`src/rtl/core/cttf_pkg.sv`:
```
// Shared types and constants for the credit-tracked flit FIFO.
`default_nettype none
package cttf_pkg;

	localparam int MaxDepthDef  = 16;
	localparam int FlitWidthDef = 64;
	localparam int DepthCfgW    = 5;
	localparam logic [DepthCfgW-1:0] DepthReset = DepthCfgW'(16);

	typedef enum logic [2:0] {
		OP_ENQ    = 3'd0,
		OP_DEQ    = 3'd1,
		OP_CREDIT = 3'd2,
		OP_FLUSH  = 3'd3,
		OP_STATUS = 3'd4
	} op_t;

	// Per-cycle command broadcast to every slot cell.
	typedef struct packed {
		logic shift;  // every cell takes its neighbor's flit
		logic push;   // the cell at the fill level takes the new flit
	} cell_ctrl_t;

endpackage
`default_nettype wire

```
`src/rtl/core/cttf_cell.sv`:
```
// One flit slot of the shifting queue; slot 0 is the head.
`default_nettype none
module cttf_cell
	import cttf_pkg::*;
#(
	parameter int IDX        = 0,
	parameter int CNT_W      = 5,
	parameter int FLIT_WIDTH = FlitWidthDef
) (
	input  wire logic                  clk,
	input  wire cell_ctrl_t            ctrl,
	input  wire logic [CNT_W-1:0]      fill,
	input  wire logic [FLIT_WIDTH-1:0] new_flit,
	input  wire logic [FLIT_WIDTH-1:0] from_next,
	output logic      [FLIT_WIDTH-1:0] flit
);

	logic [FLIT_WIDTH-1:0] flit_q;
	logic                  hit;

	assign hit  = (fill == CNT_W'(IDX));
	assign flit = flit_q;

	always_ff @(posedge clk) begin
		if (ctrl.shift) begin
			flit_q <= from_next;
		end else if (ctrl.push && hit) begin
			flit_q <= new_flit;
		end
	end

endmodule
`default_nettype wire

```
`src/rtl/core/cttf_ctrl.sv`:
```
// Opcode decode, flit and credit counters, depth register and result flags.
`default_nettype none
module cttf_ctrl
	import cttf_pkg::*;
#(
	parameter int MAX_DEPTH = MaxDepthDef,
	parameter int CNT_W     = $clog2(MAX_DEPTH + 1)
) (
	input  wire logic                 clk,
	input  wire logic                 arst_n,
	input  wire logic                 take,
	input  wire logic [2:0]           opcode,
	input  wire logic                 depth_we,
	input  wire logic [DepthCfgW-1:0] depth_wdata,
	output cell_ctrl_t                cell_ctrl,
	output logic      [CNT_W-1:0]     count,
	output logic      [CNT_W-1:0]     credits,
	output logic                      full,
	output logic                      err,
	output logic                      took,
	output logic                      done
);

	localparam int WideW = (CNT_W > DepthCfgW) ? CNT_W : DepthCfgW;

	logic [DepthCfgW-1:0] depth_q;
	logic [CNT_W-1:0]     count_q, credit_q, count_d, credit_d, eff_depth;
	logic                 full_q, err_q, took_q, done_q, err_d, took_d;
	logic [WideW-1:0]     depth_wide;
	cell_ctrl_t           cc;

	// Zero acts as one, anything above the buffer size saturates.
	always_comb begin
		depth_wide = WideW'(depth_q);
		if (depth_wide == '0) begin
			eff_depth = CNT_W'(1);
		end else if (depth_wide > WideW'(MAX_DEPTH)) begin
			eff_depth = CNT_W'(MAX_DEPTH);
		end else begin
			eff_depth = depth_wide[CNT_W-1:0];
		end
	end

	always_comb begin
		count_d  = count_q;
		credit_d = credit_q;
		err_d    = 1'b0;
		took_d   = 1'b0;
		cc       = '0;
		case (op_t'(opcode))
			OP_ENQ: begin
				if (count_q >= eff_depth) begin
					err_d = 1'b1;
				end else begin
					cc.push = 1'b1;
					count_d = count_q + CNT_W'(1);
				end
			end
			OP_DEQ: begin
				if (count_q == '0) begin
					err_d = 1'b1;
				end else begin
					cc.shift = 1'b1;
					took_d   = 1'b1;
					count_d  = count_q - CNT_W'(1);
					// dequeue goes ahead even with no credit outstanding
					if (credit_q == '0) begin
						err_d = 1'b1;
					end else begin
						credit_d = credit_q - CNT_W'(1);
					end
				end
			end
			OP_CREDIT: begin
				if (credit_q >= eff_depth) begin
					err_d = 1'b1;
				end else begin
					credit_d = credit_q + CNT_W'(1);
				end
			end
			OP_FLUSH: begin
				count_d  = '0;
				credit_d = '0;
			end
			OP_STATUS: begin
			end
			default: begin
				err_d = 1'b1;
			end
		endcase
	end

	always_ff @(posedge clk or negedge arst_n) begin
		if (!arst_n) begin
			depth_q  <= DepthReset;
			count_q  <= '0;
			credit_q <= '0;
			full_q   <= 1'b0;
			err_q    <= 1'b0;
			took_q   <= 1'b0;
			done_q   <= 1'b0;
		end else begin
			done_q <= take;
			if (depth_we) begin
				depth_q <= depth_wdata;
			end
			if (take) begin
				count_q  <= count_d;
				credit_q <= credit_d;
				full_q   <= (credit_d >= eff_depth);
				err_q    <= err_d;
				took_q   <= took_d;
			end
		end
	end

	assign cell_ctrl = take ? cc : '0;
	assign count     = count_q;
	assign credits   = credit_q;
	assign full      = full_q;
	assign err       = err_q;
	assign took      = took_q;
	assign done      = done_q;

endmodule
`default_nettype wire

```
`src/rtl/core/credit_tracked_flit_fifo.sv`:
```
// Top level of the credit-tracked flit FIFO: a row of shifting slot cells.
//
//  channel   signals                                   handshake
//  command   start, opcode, flit_data                  start & !busy
//  result    out_flit, last_flit, flit_count,          done, one cycle
//            credits_used, is_full, is_empty, op_error
//  config    depth_limit_we, depth_limit               depth_limit_we
//
// One transaction per cycle: busy stays low, and the result appears with done
// in the cycle after start. The slot cells shift toward the head on a dequeue,
// so the head is always cell 0 and a held tail copy gives the newest flit.
// Reset clears the counters and loads the depth register with 16; the slots
// hold no reset.
// The receiver cannot stall; done lasts exactly one cycle.
`default_nettype none
module credit_tracked_flit_fifo
	import cttf_pkg::*;
#(
	parameter int MAX_DEPTH  = MaxDepthDef,
	parameter int FLIT_WIDTH = FlitWidthDef,
	parameter int CNT_W      = $clog2(MAX_DEPTH + 1)
) (
	input  wire logic                  clk,
	input  wire logic                  arst_n,
	input  wire logic                  start,
	output logic                       busy,
	input  wire logic [2:0]            opcode,
	input  wire logic [FLIT_WIDTH-1:0] flit_data,
	output logic                       done,
	output logic      [FLIT_WIDTH-1:0] out_flit,
	output logic      [FLIT_WIDTH-1:0] last_flit,
	output logic      [CNT_W-1:0]      flit_count,
	output logic      [CNT_W-1:0]      credits_used,
	output logic                       is_full,
	output logic                       is_empty,
	output logic                       op_error,
	input  wire logic                  depth_limit_we,
	input  wire logic [DepthCfgW-1:0]  depth_limit
);

	cell_ctrl_t            cell_ctrl;
	logic [CNT_W-1:0]      count;
	logic                  took, take;
	logic [FLIT_WIDTH-1:0] slot   [MAX_DEPTH];
	logic [FLIT_WIDTH-1:0] link   [MAX_DEPTH];
	logic [FLIT_WIDTH-1:0] tail_q, taken_q;

	assign busy = 1'b0;
	assign take = start & ~busy;

	cttf_ctrl #(
		.MAX_DEPTH (MAX_DEPTH),
		.CNT_W     (CNT_W)
	) u_ctrl (
		.clk         (clk),
		.arst_n      (arst_n),
		.take        (take),
		.opcode      (opcode),
		.depth_we    (depth_limit_we),
		.depth_wdata (depth_limit),
		.cell_ctrl   (cell_ctrl),
		.count       (count),
		.credits     (credits_used),
		.full        (is_full),
		.err         (op_error),
		.took        (took),
		.done        (done)
	);

	for (genvar i = 0; i < MAX_DEPTH; i++) begin : g_cell
		if (i == MAX_DEPTH - 1) begin : g_end
			assign link[i] = '0;
		end else begin : g_mid
			assign link[i] = slot[i+1];
		end
		cttf_cell #(
			.IDX        (i),
			.CNT_W      (CNT_W),
			.FLIT_WIDTH (FLIT_WIDTH)
		) u_cell (
			.clk       (clk),
			.ctrl      (cell_ctrl),
			.fill      (count),
			.new_flit  (flit_data),
			.from_next (link[i]),
			.flit      (slot[i])
		);
	end

	// Hold the newest flit and the flit leaving the head.
	always_ff @(posedge clk) begin
		if (cell_ctrl.push) begin
			tail_q <= flit_data;
		end
		if (cell_ctrl.shift) begin
			taken_q <= slot[0];
		end
	end

	always_comb begin
		is_empty   = (count == '0);
		flit_count = count;
		last_flit  = is_empty ? '0 : tail_q;
		if (took) begin
			out_flit = taken_q;
		end else begin
			out_flit = is_empty ? '0 : slot[0];
		end
	end

endmodule
`default_nettype wire

```
`config.mk`:
```
export PLATFORM = sky130hd
export DESIGN_NAME = credit_tracked_flit_fifo
export DESIGN_NICKNAME = d
export VERILOG_FILES = /design/src/rtl/core/cttf_pkg.sv /design/src/rtl/core/cttf_cell.sv /design/src/rtl/core/cttf_ctrl.sv /design/src/rtl/core/credit_tracked_flit_fifo.sv
export SDC_FILE = /design/constraint.sdc
export NUM_CORES = 1
export LEC_CHECK = 0
export BUFFER_PORTS_ARGS = -buffer_cell sky130_fd_sc_hd__clkbuf_2
export CORE_MARGIN = 1
export CORE_UTILIZATION = 52
export CTS_BUF_LIST = sky130_fd_sc_hd__clkbuf_2
export DETAILED_ROUTE_END_ITERATION = 8
export PLACE_DENSITY = 0.75
export SETUP_SLACK_MARGIN = 0.4
export SLEW_MARGIN = 25
export SYNTH_ARGS = -nofsm -noshare
export SYNTH_HDL_FRONTEND = slang
export SYNTH_SLANG_ARGS = --single-unit
```
`constraint.sdc`:
```
create_clock -name clk -period 10.7 [get_ports clk]
set_input_delay 0.535 -clock clk [delete_from_list [all_inputs] [get_ports clk]]
set_output_delay 0.535 -clock clk [all_outputs]
set_load 0.005 [all_outputs]
```
==> summary.txt, run 1 <==
STA
  – Crit share post-route: 0.545
  – Final Hold Viols: 0
  – Fmax: 172 MHz
  – Setup tns final: 0 ps
  – RSZ-0062 raised after global routing: no
  – Clock Skews: ~160 ps
  – Worst slew margin: 0.309
  – Final slew viol count: 0
  – Worst Tran Pin Value: between 1000 and 1500 ps
  – Number of setup violations in the final report: 0
  – Minimum clock period: about 5800 ps

Yosys
  – Post-synth top area share: 0.695
  – Ranking of synthesized cells by area: edfxtp_1, a21o_1, dfxtp_1, buf_2, o21ai_0
  – Top cell type by total area after synthesis: edfxtp_1
  – Post-synthesis cell area: 47000 sq um
  – Sequential area share after synthesis: 0.733
  – Async S/R FF share, synth: 0.0162
  – Post-synth EDFFs: between 1000 and 1500
  – Post-synth top cells: edfxtp_1, a21o_1, buf_2
  – Ys flop type: edfxtp_1
  – Most frequent cell after synthesis: edfxtp_1
  – Syn avg cell area: about 15 sq um
  – Synth warnings: 0
  – Mapped Cells: just over 3000
  – Synth unique cells: 58
  – Syn Nets: between 3000 and 4000
  – Flops & latches, synth: 1171

Clocking
  – Post-CTS Setup Inserts: 0
  – Clock sink count: 1171
  – Hold buffers post-CTS: between 150 and 200
  – CTS tree: built
  – Root Buffer: clkbuf_2
  – Clock Pin Slew Worst Setup and Hold Paths: roughly 100 ps
  – Clk_lat worst skew: about 1500 ps
  – Post_cts resized: 0
  – Clk buf depth: 4
  – CTS H-Tree Depth: 5
  – Inserted Clock Buffers: 308

Global routing
  – First-pass GRT wire length: around 150 mm
  – Vias in the first global route: 27200
  – Largest net degree at the start of global routing: 210
  – Initial antenna violation count: 5
  – GRT Total Usage: 0.214
  – Overflow after GRT: 0

Final layout
  – Area growth from synthesis to layout: 13.1%
  – Filler cell count in the final layout: slightly below 7000
  – Fraction of layout cells with a size suffix above 1: 0.219
  – Cell area after layout: between 50000 and 60000 sq um
  – # nets final: approximately 3700

Pwr
  – Leak: between 20 and 25 nW
  – Pwr/cell area: 182 nW/um^2
  – Overall Power: roughly 9.7 mW
  – Max VDD drop: around 0.11 mV

Worst setup path
  – Setup crit start: u_ctrl.count[1]$_DFFE_PN0P_
  – Reg2reg start: u_ctrl.count[1]$_DFFE_PN0P_
  – R2r worst-path depth: 11
  – Critical Path Sink Type: register
  – Worst Path Arrival: between 6000 and 7000 ps
  – Register-to-register setup slack: ~4900 ps
  – Critical path class: register to register
  – CP Launch Type: register
  – Worst-path fanout max: about 190
  – CP Data Required Time: approximately 12000 ps
  – Reg2reg end: g_cell[3].u_cell.flit[35]$_DFFE_PP_

Die
  – Die area: between 90000 and 100000 sq um
  – IO Pins: around 220
  – # rows: between 100 and 150
  – Die Width: just over 300 um
  – Core Region: approximately 89000 sq um
  – Initial core utilization: 0.528
  – Die H: 303 um

Route
  – Post-DR vias/cell: between 5 and 6
  – Drt total wl: 97.5 mm
  – Remaining antenna violation count: 0
  – Initial drt markers: 2530
  – Routed length per instance: roughly 20 um
  – First-pass DRT Iterations: 6
  – DRC: 0
  – Routed via count: around 28000

Placed design
  – DP Wirelength: approximately 50 mm
  – Area after DPL: 48800 sq um
  – Routability Congestion: roughly 0.82
  – Number of port buffers: 217

Status
  – Status: finished, final reports clean

Flow run
  – Max Cap Viol: 0

Min path
  – Min-delay worst type: input port to async pin
==> final cells by class <==
type | instances | area, sq um | share of cell area
clock buffers | 456 | 2280 | 0.0429
flip-flops and latches | 1171 | 34400 | 0.648
diodes | 5 | 12.5 | 0.000235
well taps | 1165 | 1460 | 0.0274
inverters | 62 | 244 | 0.00459
repair buffers | 421 | 3120 | 0.0586
clock inverters | 79 | 407 | 0.00765
multi-input cells | 1596 | 11200 | 0.211
==> through the flow <==
stage | util | std cells | hold WS (ps) | setup WS, ps
2_1_floorplan | - | 3082 | 239 | 1650
3_3_place_gp | 0.548 | 4252 | 431 | 4960
3_5_place_dp | 0.549 | 4255 | 433 | 4750
4_1_cts | 0.597 | 4948 | 2.73 | 4680
5_1_grt | 0.598 | 4952 | 118 | 4460
6_report | 0.598 | 4955 | 194 | 4870
==> cells by family (layout without fill, tap and decap cells) <==
family,Yosys count,count (layout),synth area share
and+or+nand+nor,419,419,0.0501
muxes,6,6,0.00144
DFF,1171,1171,0.733
other,1,6,0.0000798
adders and majority gates,23,23,0.00612
AOI/OAI and AO/OA,1147,1147,0.176
buffers and inverters,315,1018,0.0337
==> power breakdown <==
| part | switching (mW) | total, mW | leakage, nW | internal [mW] |
|---|---|---|---|---|
| clock | 1.76 | 2.98 | 2.10 | 1.23 |
| sequential | 0.0979 | 5.38 | 10.6 | 5.28 |
| combinational | 0.798 | 1.30 | 10.7 | 0.506 |
==> metal layers <==
layer  share of wire  global-route usage  up-vias  wire length, um
met5         0.00014                   0        -               14
met4           0.022              0.0814        2             2170
met3           0.063              0.0426      195             6160
met2            0.48               0.337      900            46600
met1            0.44               0.295    13700            42500
li1                -                   -    12700                -
==> sequential cells by signal, indices dropped and copies added (netlist names) <==
name and flops:
g_cell.u_cell.flit 1024, tail_q 64, taken_q 64, u_ctrl.count 5, u_ctrl.credits 5, u_ctrl.depth_q 5, u_ctrl.done 1, u_ctrl.err 1
u_ctrl.full 1, u_ctrl.took 1
==> cell usage in the layout (no fill, tap or decap), types with 15 or more instances in the layout <==
cell and instances:
ha_1 23, dfxtp_1 64, inv_1 59, buf_4 37
and2_1 65, nor2_4 51, dlygate4sd3_1 158, nand2_1 157
edfxtp_1 1088, a21o_1 965, nand3_1 87, dfrtp_1 17
clkbuf_2 673, o21ai_0 126, clkinv_1 64, nor2_1 15
==> worst max-delay path, cell delays in order, from the launching register on <==
cell and delay, ps:
dfrtp_1 510, inv_1 180, ha_1 230, or4b_4 640, clkinv_2 260, nor2_4 190
nand2_4 530, inv_8 860, buf_4 660, buf_12 610, nor2b_2 330, a21o_1 240
==> worst max path at each step <==
stage,end,cells after the start
after floorplan,g_cell[1].u_cell.flit[0]$_DFFE_PP_,8
final,g_cell[3].u_cell.flit[35]$_DFFE_PP_,11
after detailed placement,g_cell[13].u_cell.flit[35]$_DFFE_PP_,11
after CTS,g_cell[12].u_cell.flit[35]$_DFFE_PP_,11
after global placement,g_cell[14].u_cell.flit[39]$_DFFE_PP_,11
after global routing,g_cell[5].u_cell.flit[39]$_DFFE_PP_,11
No activity file was read; power rests on OpenSTA's default activity.
==> run 2: changes to the inputs <==
clock period = 6 ns   (was 10.7 ns; I/O delays follow)
==> summary.txt, run 2 (synthesis gave the netlist of run 1 again) <==
STA
  – Number of setup violations in the final report: 0
  – Minimum clock period: 5130 ps
  – Setup tns final: 0 ps
  – Fmax: slightly below 200 MHz
  – Worst slew margin: 0.251
  – Worst Tran Pin Value: roughly 1100 ps
  – Final slew viol count: 0
  – Crit share post-route: 0.855
  – RSZ-0062 raised after global routing: no
  – Final Hold Viols: 0
  – Clock Skews: about 230 ps

Min path
  – Min-delay worst type: input port to async pin

Flow run
  – Max Cap Viol: 0

Die
  – Die H: a little over 300 um
  – Die Width: about 300 um
  – # rows: around 110
  – IO Pins: ~220
  – Initial core utilization: 0.528
  – Die area: between 90000 and 100000 sq um
  – Core Region: ~90000 sq um

Pwr
  – Internal power: ~12 mW
  – Flop pwr share: 0.559
  – Pwr/cell area: roughly 320 nW/um^2
  – Clock power share: 0.304
  – Leak: roughly 24 nW
  – NetSw: ~4.7 mW
  – Comb power frac: 0.138
  – Sw Share: 0.275
  – Max VDD drop: between 0.2 and 0.25 mV

Clocking
  – CTS tree: built
  – Post-CTS Setup Inserts: 0
  – Clk buf depth: 4
  – Clock Pin Slew Worst Setup and Hold Paths: roughly 110 ps
  – Root Buffer: clkbuf_2
  – Inserted Clock Buffers: 308
  – CTS H-Tree Depth: 5
  – Clk_lat worst skew: approximately 1500 ps
  – Clock sink count: 1171
  – Post_cts resized: 0
  – Hold buffers post-CTS: between 150 and 200

Status
  – Status: finished, final reports clean

Worst setup path
  – Setup crit start: start
  – CP Launch Type: input port
  – Register-to-register setup slack: approximately 1300 ps
  – Worst Path Arrival: between 6000 and 7000 ps
  – Worst-path fanout max: between 40 and 50
  – Critical path class: input port to register
  – Critical Path Sink Type: register
  – CP Data Required Time: about 7000 ps
  – Reg2reg start: u_ctrl.count[2]$_DFFE_PN0P_

Final layout
  – Commonest cells after routing, fill and taps aside: edfxtp_1, a21o_1, clkbuf_2
  – Area growth from synthesis to layout: 14.1%
  – Filler cell count in the final layout: 6832
  – Most common cell after layout, fill and taps aside: edfxtp_1
  – Final core utilization: 0.603
  – # nets final: approximately 3700
  – Register area: roughly 34000 sq um
  – Fraction of layout cells with a size suffix above 1: 0.216
  – Max reg flops: approximately 1000
  – Multi-input gate area: roughly 11000 sq um

Route
  – Routed length per instance: 19.8 um
  – Initial drt markers: between 2000 and 2500
  – Post-DR vias/cell: roughly 5.6
  – Remaining antenna violation count: 0
  – DRC: 0
  – Drt total wl: approximately 100 mm
  – Routed via count: ~28000
  – First-pass DRT Iterations: 7

Global routing
  – GRT Total Usage: 0.217
  – Initial antenna violation count: 2
  – Overflow after GRT: 0
  – First-pass GRT wire length: between 150 and 200 mm
  – Vias in the first global route: about 28000
  – Largest net degree at the start of global routing: ~130

Placed design
  – DP Wirelength: 52.1 mm
  – Routability Congestion: a little over 0.8
  – Number of port buffers: between 200 and 250
[run 2: cell types whose count changed in the layout (fill, tap and decap cells not counted), sizes merged]
cell and change:
buf +6, clkinvlp +2, clkbuf -8, dlygate4sd3 +41, bufinv -1, diode -4, clkinv -7, inv -1
[run 2: routing by layer]
| layer | track usage | share of wire |
|---|---|---|
| met1 | 0.293 | 0.43 |
| met2 | 0.344 | 0.48 |
| met3 | 0.0549 | 0.075 |
| met4 | 0.0762 | 0.019 |
| met5 | 0 | 0 |
[run 2: final cells by class]
class                   instances  area share
clock inverters                72     0.00677
repair buffers                469      0.0686
clock buffers                 447      0.0417
diodes                          1   0.0000467
flip-flops and latches       1171       0.642
inverters                      62     0.00455
multi-input cells            1596       0.209
well taps                    1165      0.0272
[run 2: worst paths after layout]
check / end / cells past startpoint
setup / recovery: g_cell[12].u_cell.flit[37]$_DFFE_PP_ / 13
hold / removal: u_ctrl.took$_DFFE_PN0P_ / 4
setup reg to reg: g_cell[12].u_cell.flit[37]$_DFFE_PP_ / 9
hold reg to reg: taken_q[38]$_DFFE_PP_ / 0
max in group asynchronous: u_ctrl.credits[3]$_DFFE_PN0P_ / 4
min in group clk: g_cell[15].u_cell.flit[28]$_SDFFE_PP0P_ / 5
[run 2: worst max-delay path, cell delays in order]
cell and delay [ps]:
dlygate4sd3_1 530, dlygate4sd3_1 550, clkbuf_2 210, dlygate4sd3_1 780, inv_1 190, nor4b_1 270
dlygate4sd3_1 640, o21ai_2 70, buf_4 240, inv_4 360, nand3_1 380, o21ai_4 700
buf_4 810
[run 2: through the flow]
step | cells | hold slack (ps) | instance area, sq um | setup slack [ps] | power (mW)
2_1_floorplan | 3082 | 4.41 | 47000 | -1240 | 11.2
3_3_place_gp | 4262 | 309 | 49000 | 1400 | 12.0
3_5_place_dp | 4263 | 315 | 49000 | 1270 | 12.0
4_1_cts | 4981 | 6.40 | 53600 | 1020 | 17.3
5_1_grt | 4983 | 16.0 | 53600 | 687 | 18.0
6_report | 4983 | 107 | 53600 | 867 | 17.2
[run 2: power by group through the flow]
stage / logic [mW] / registers (mW) / clock network (mW)
floorplan: 1.44 / 9.76 / 0
global placement: 2.23 / 9.78 / 0
detailed placement: 2.26 / 9.79 / 0
CTS: 2.37 / 9.61 / 5.37
global route: 2.61 / 9.64 / 5.77
finish: 2.36 / 9.61 / 5.22
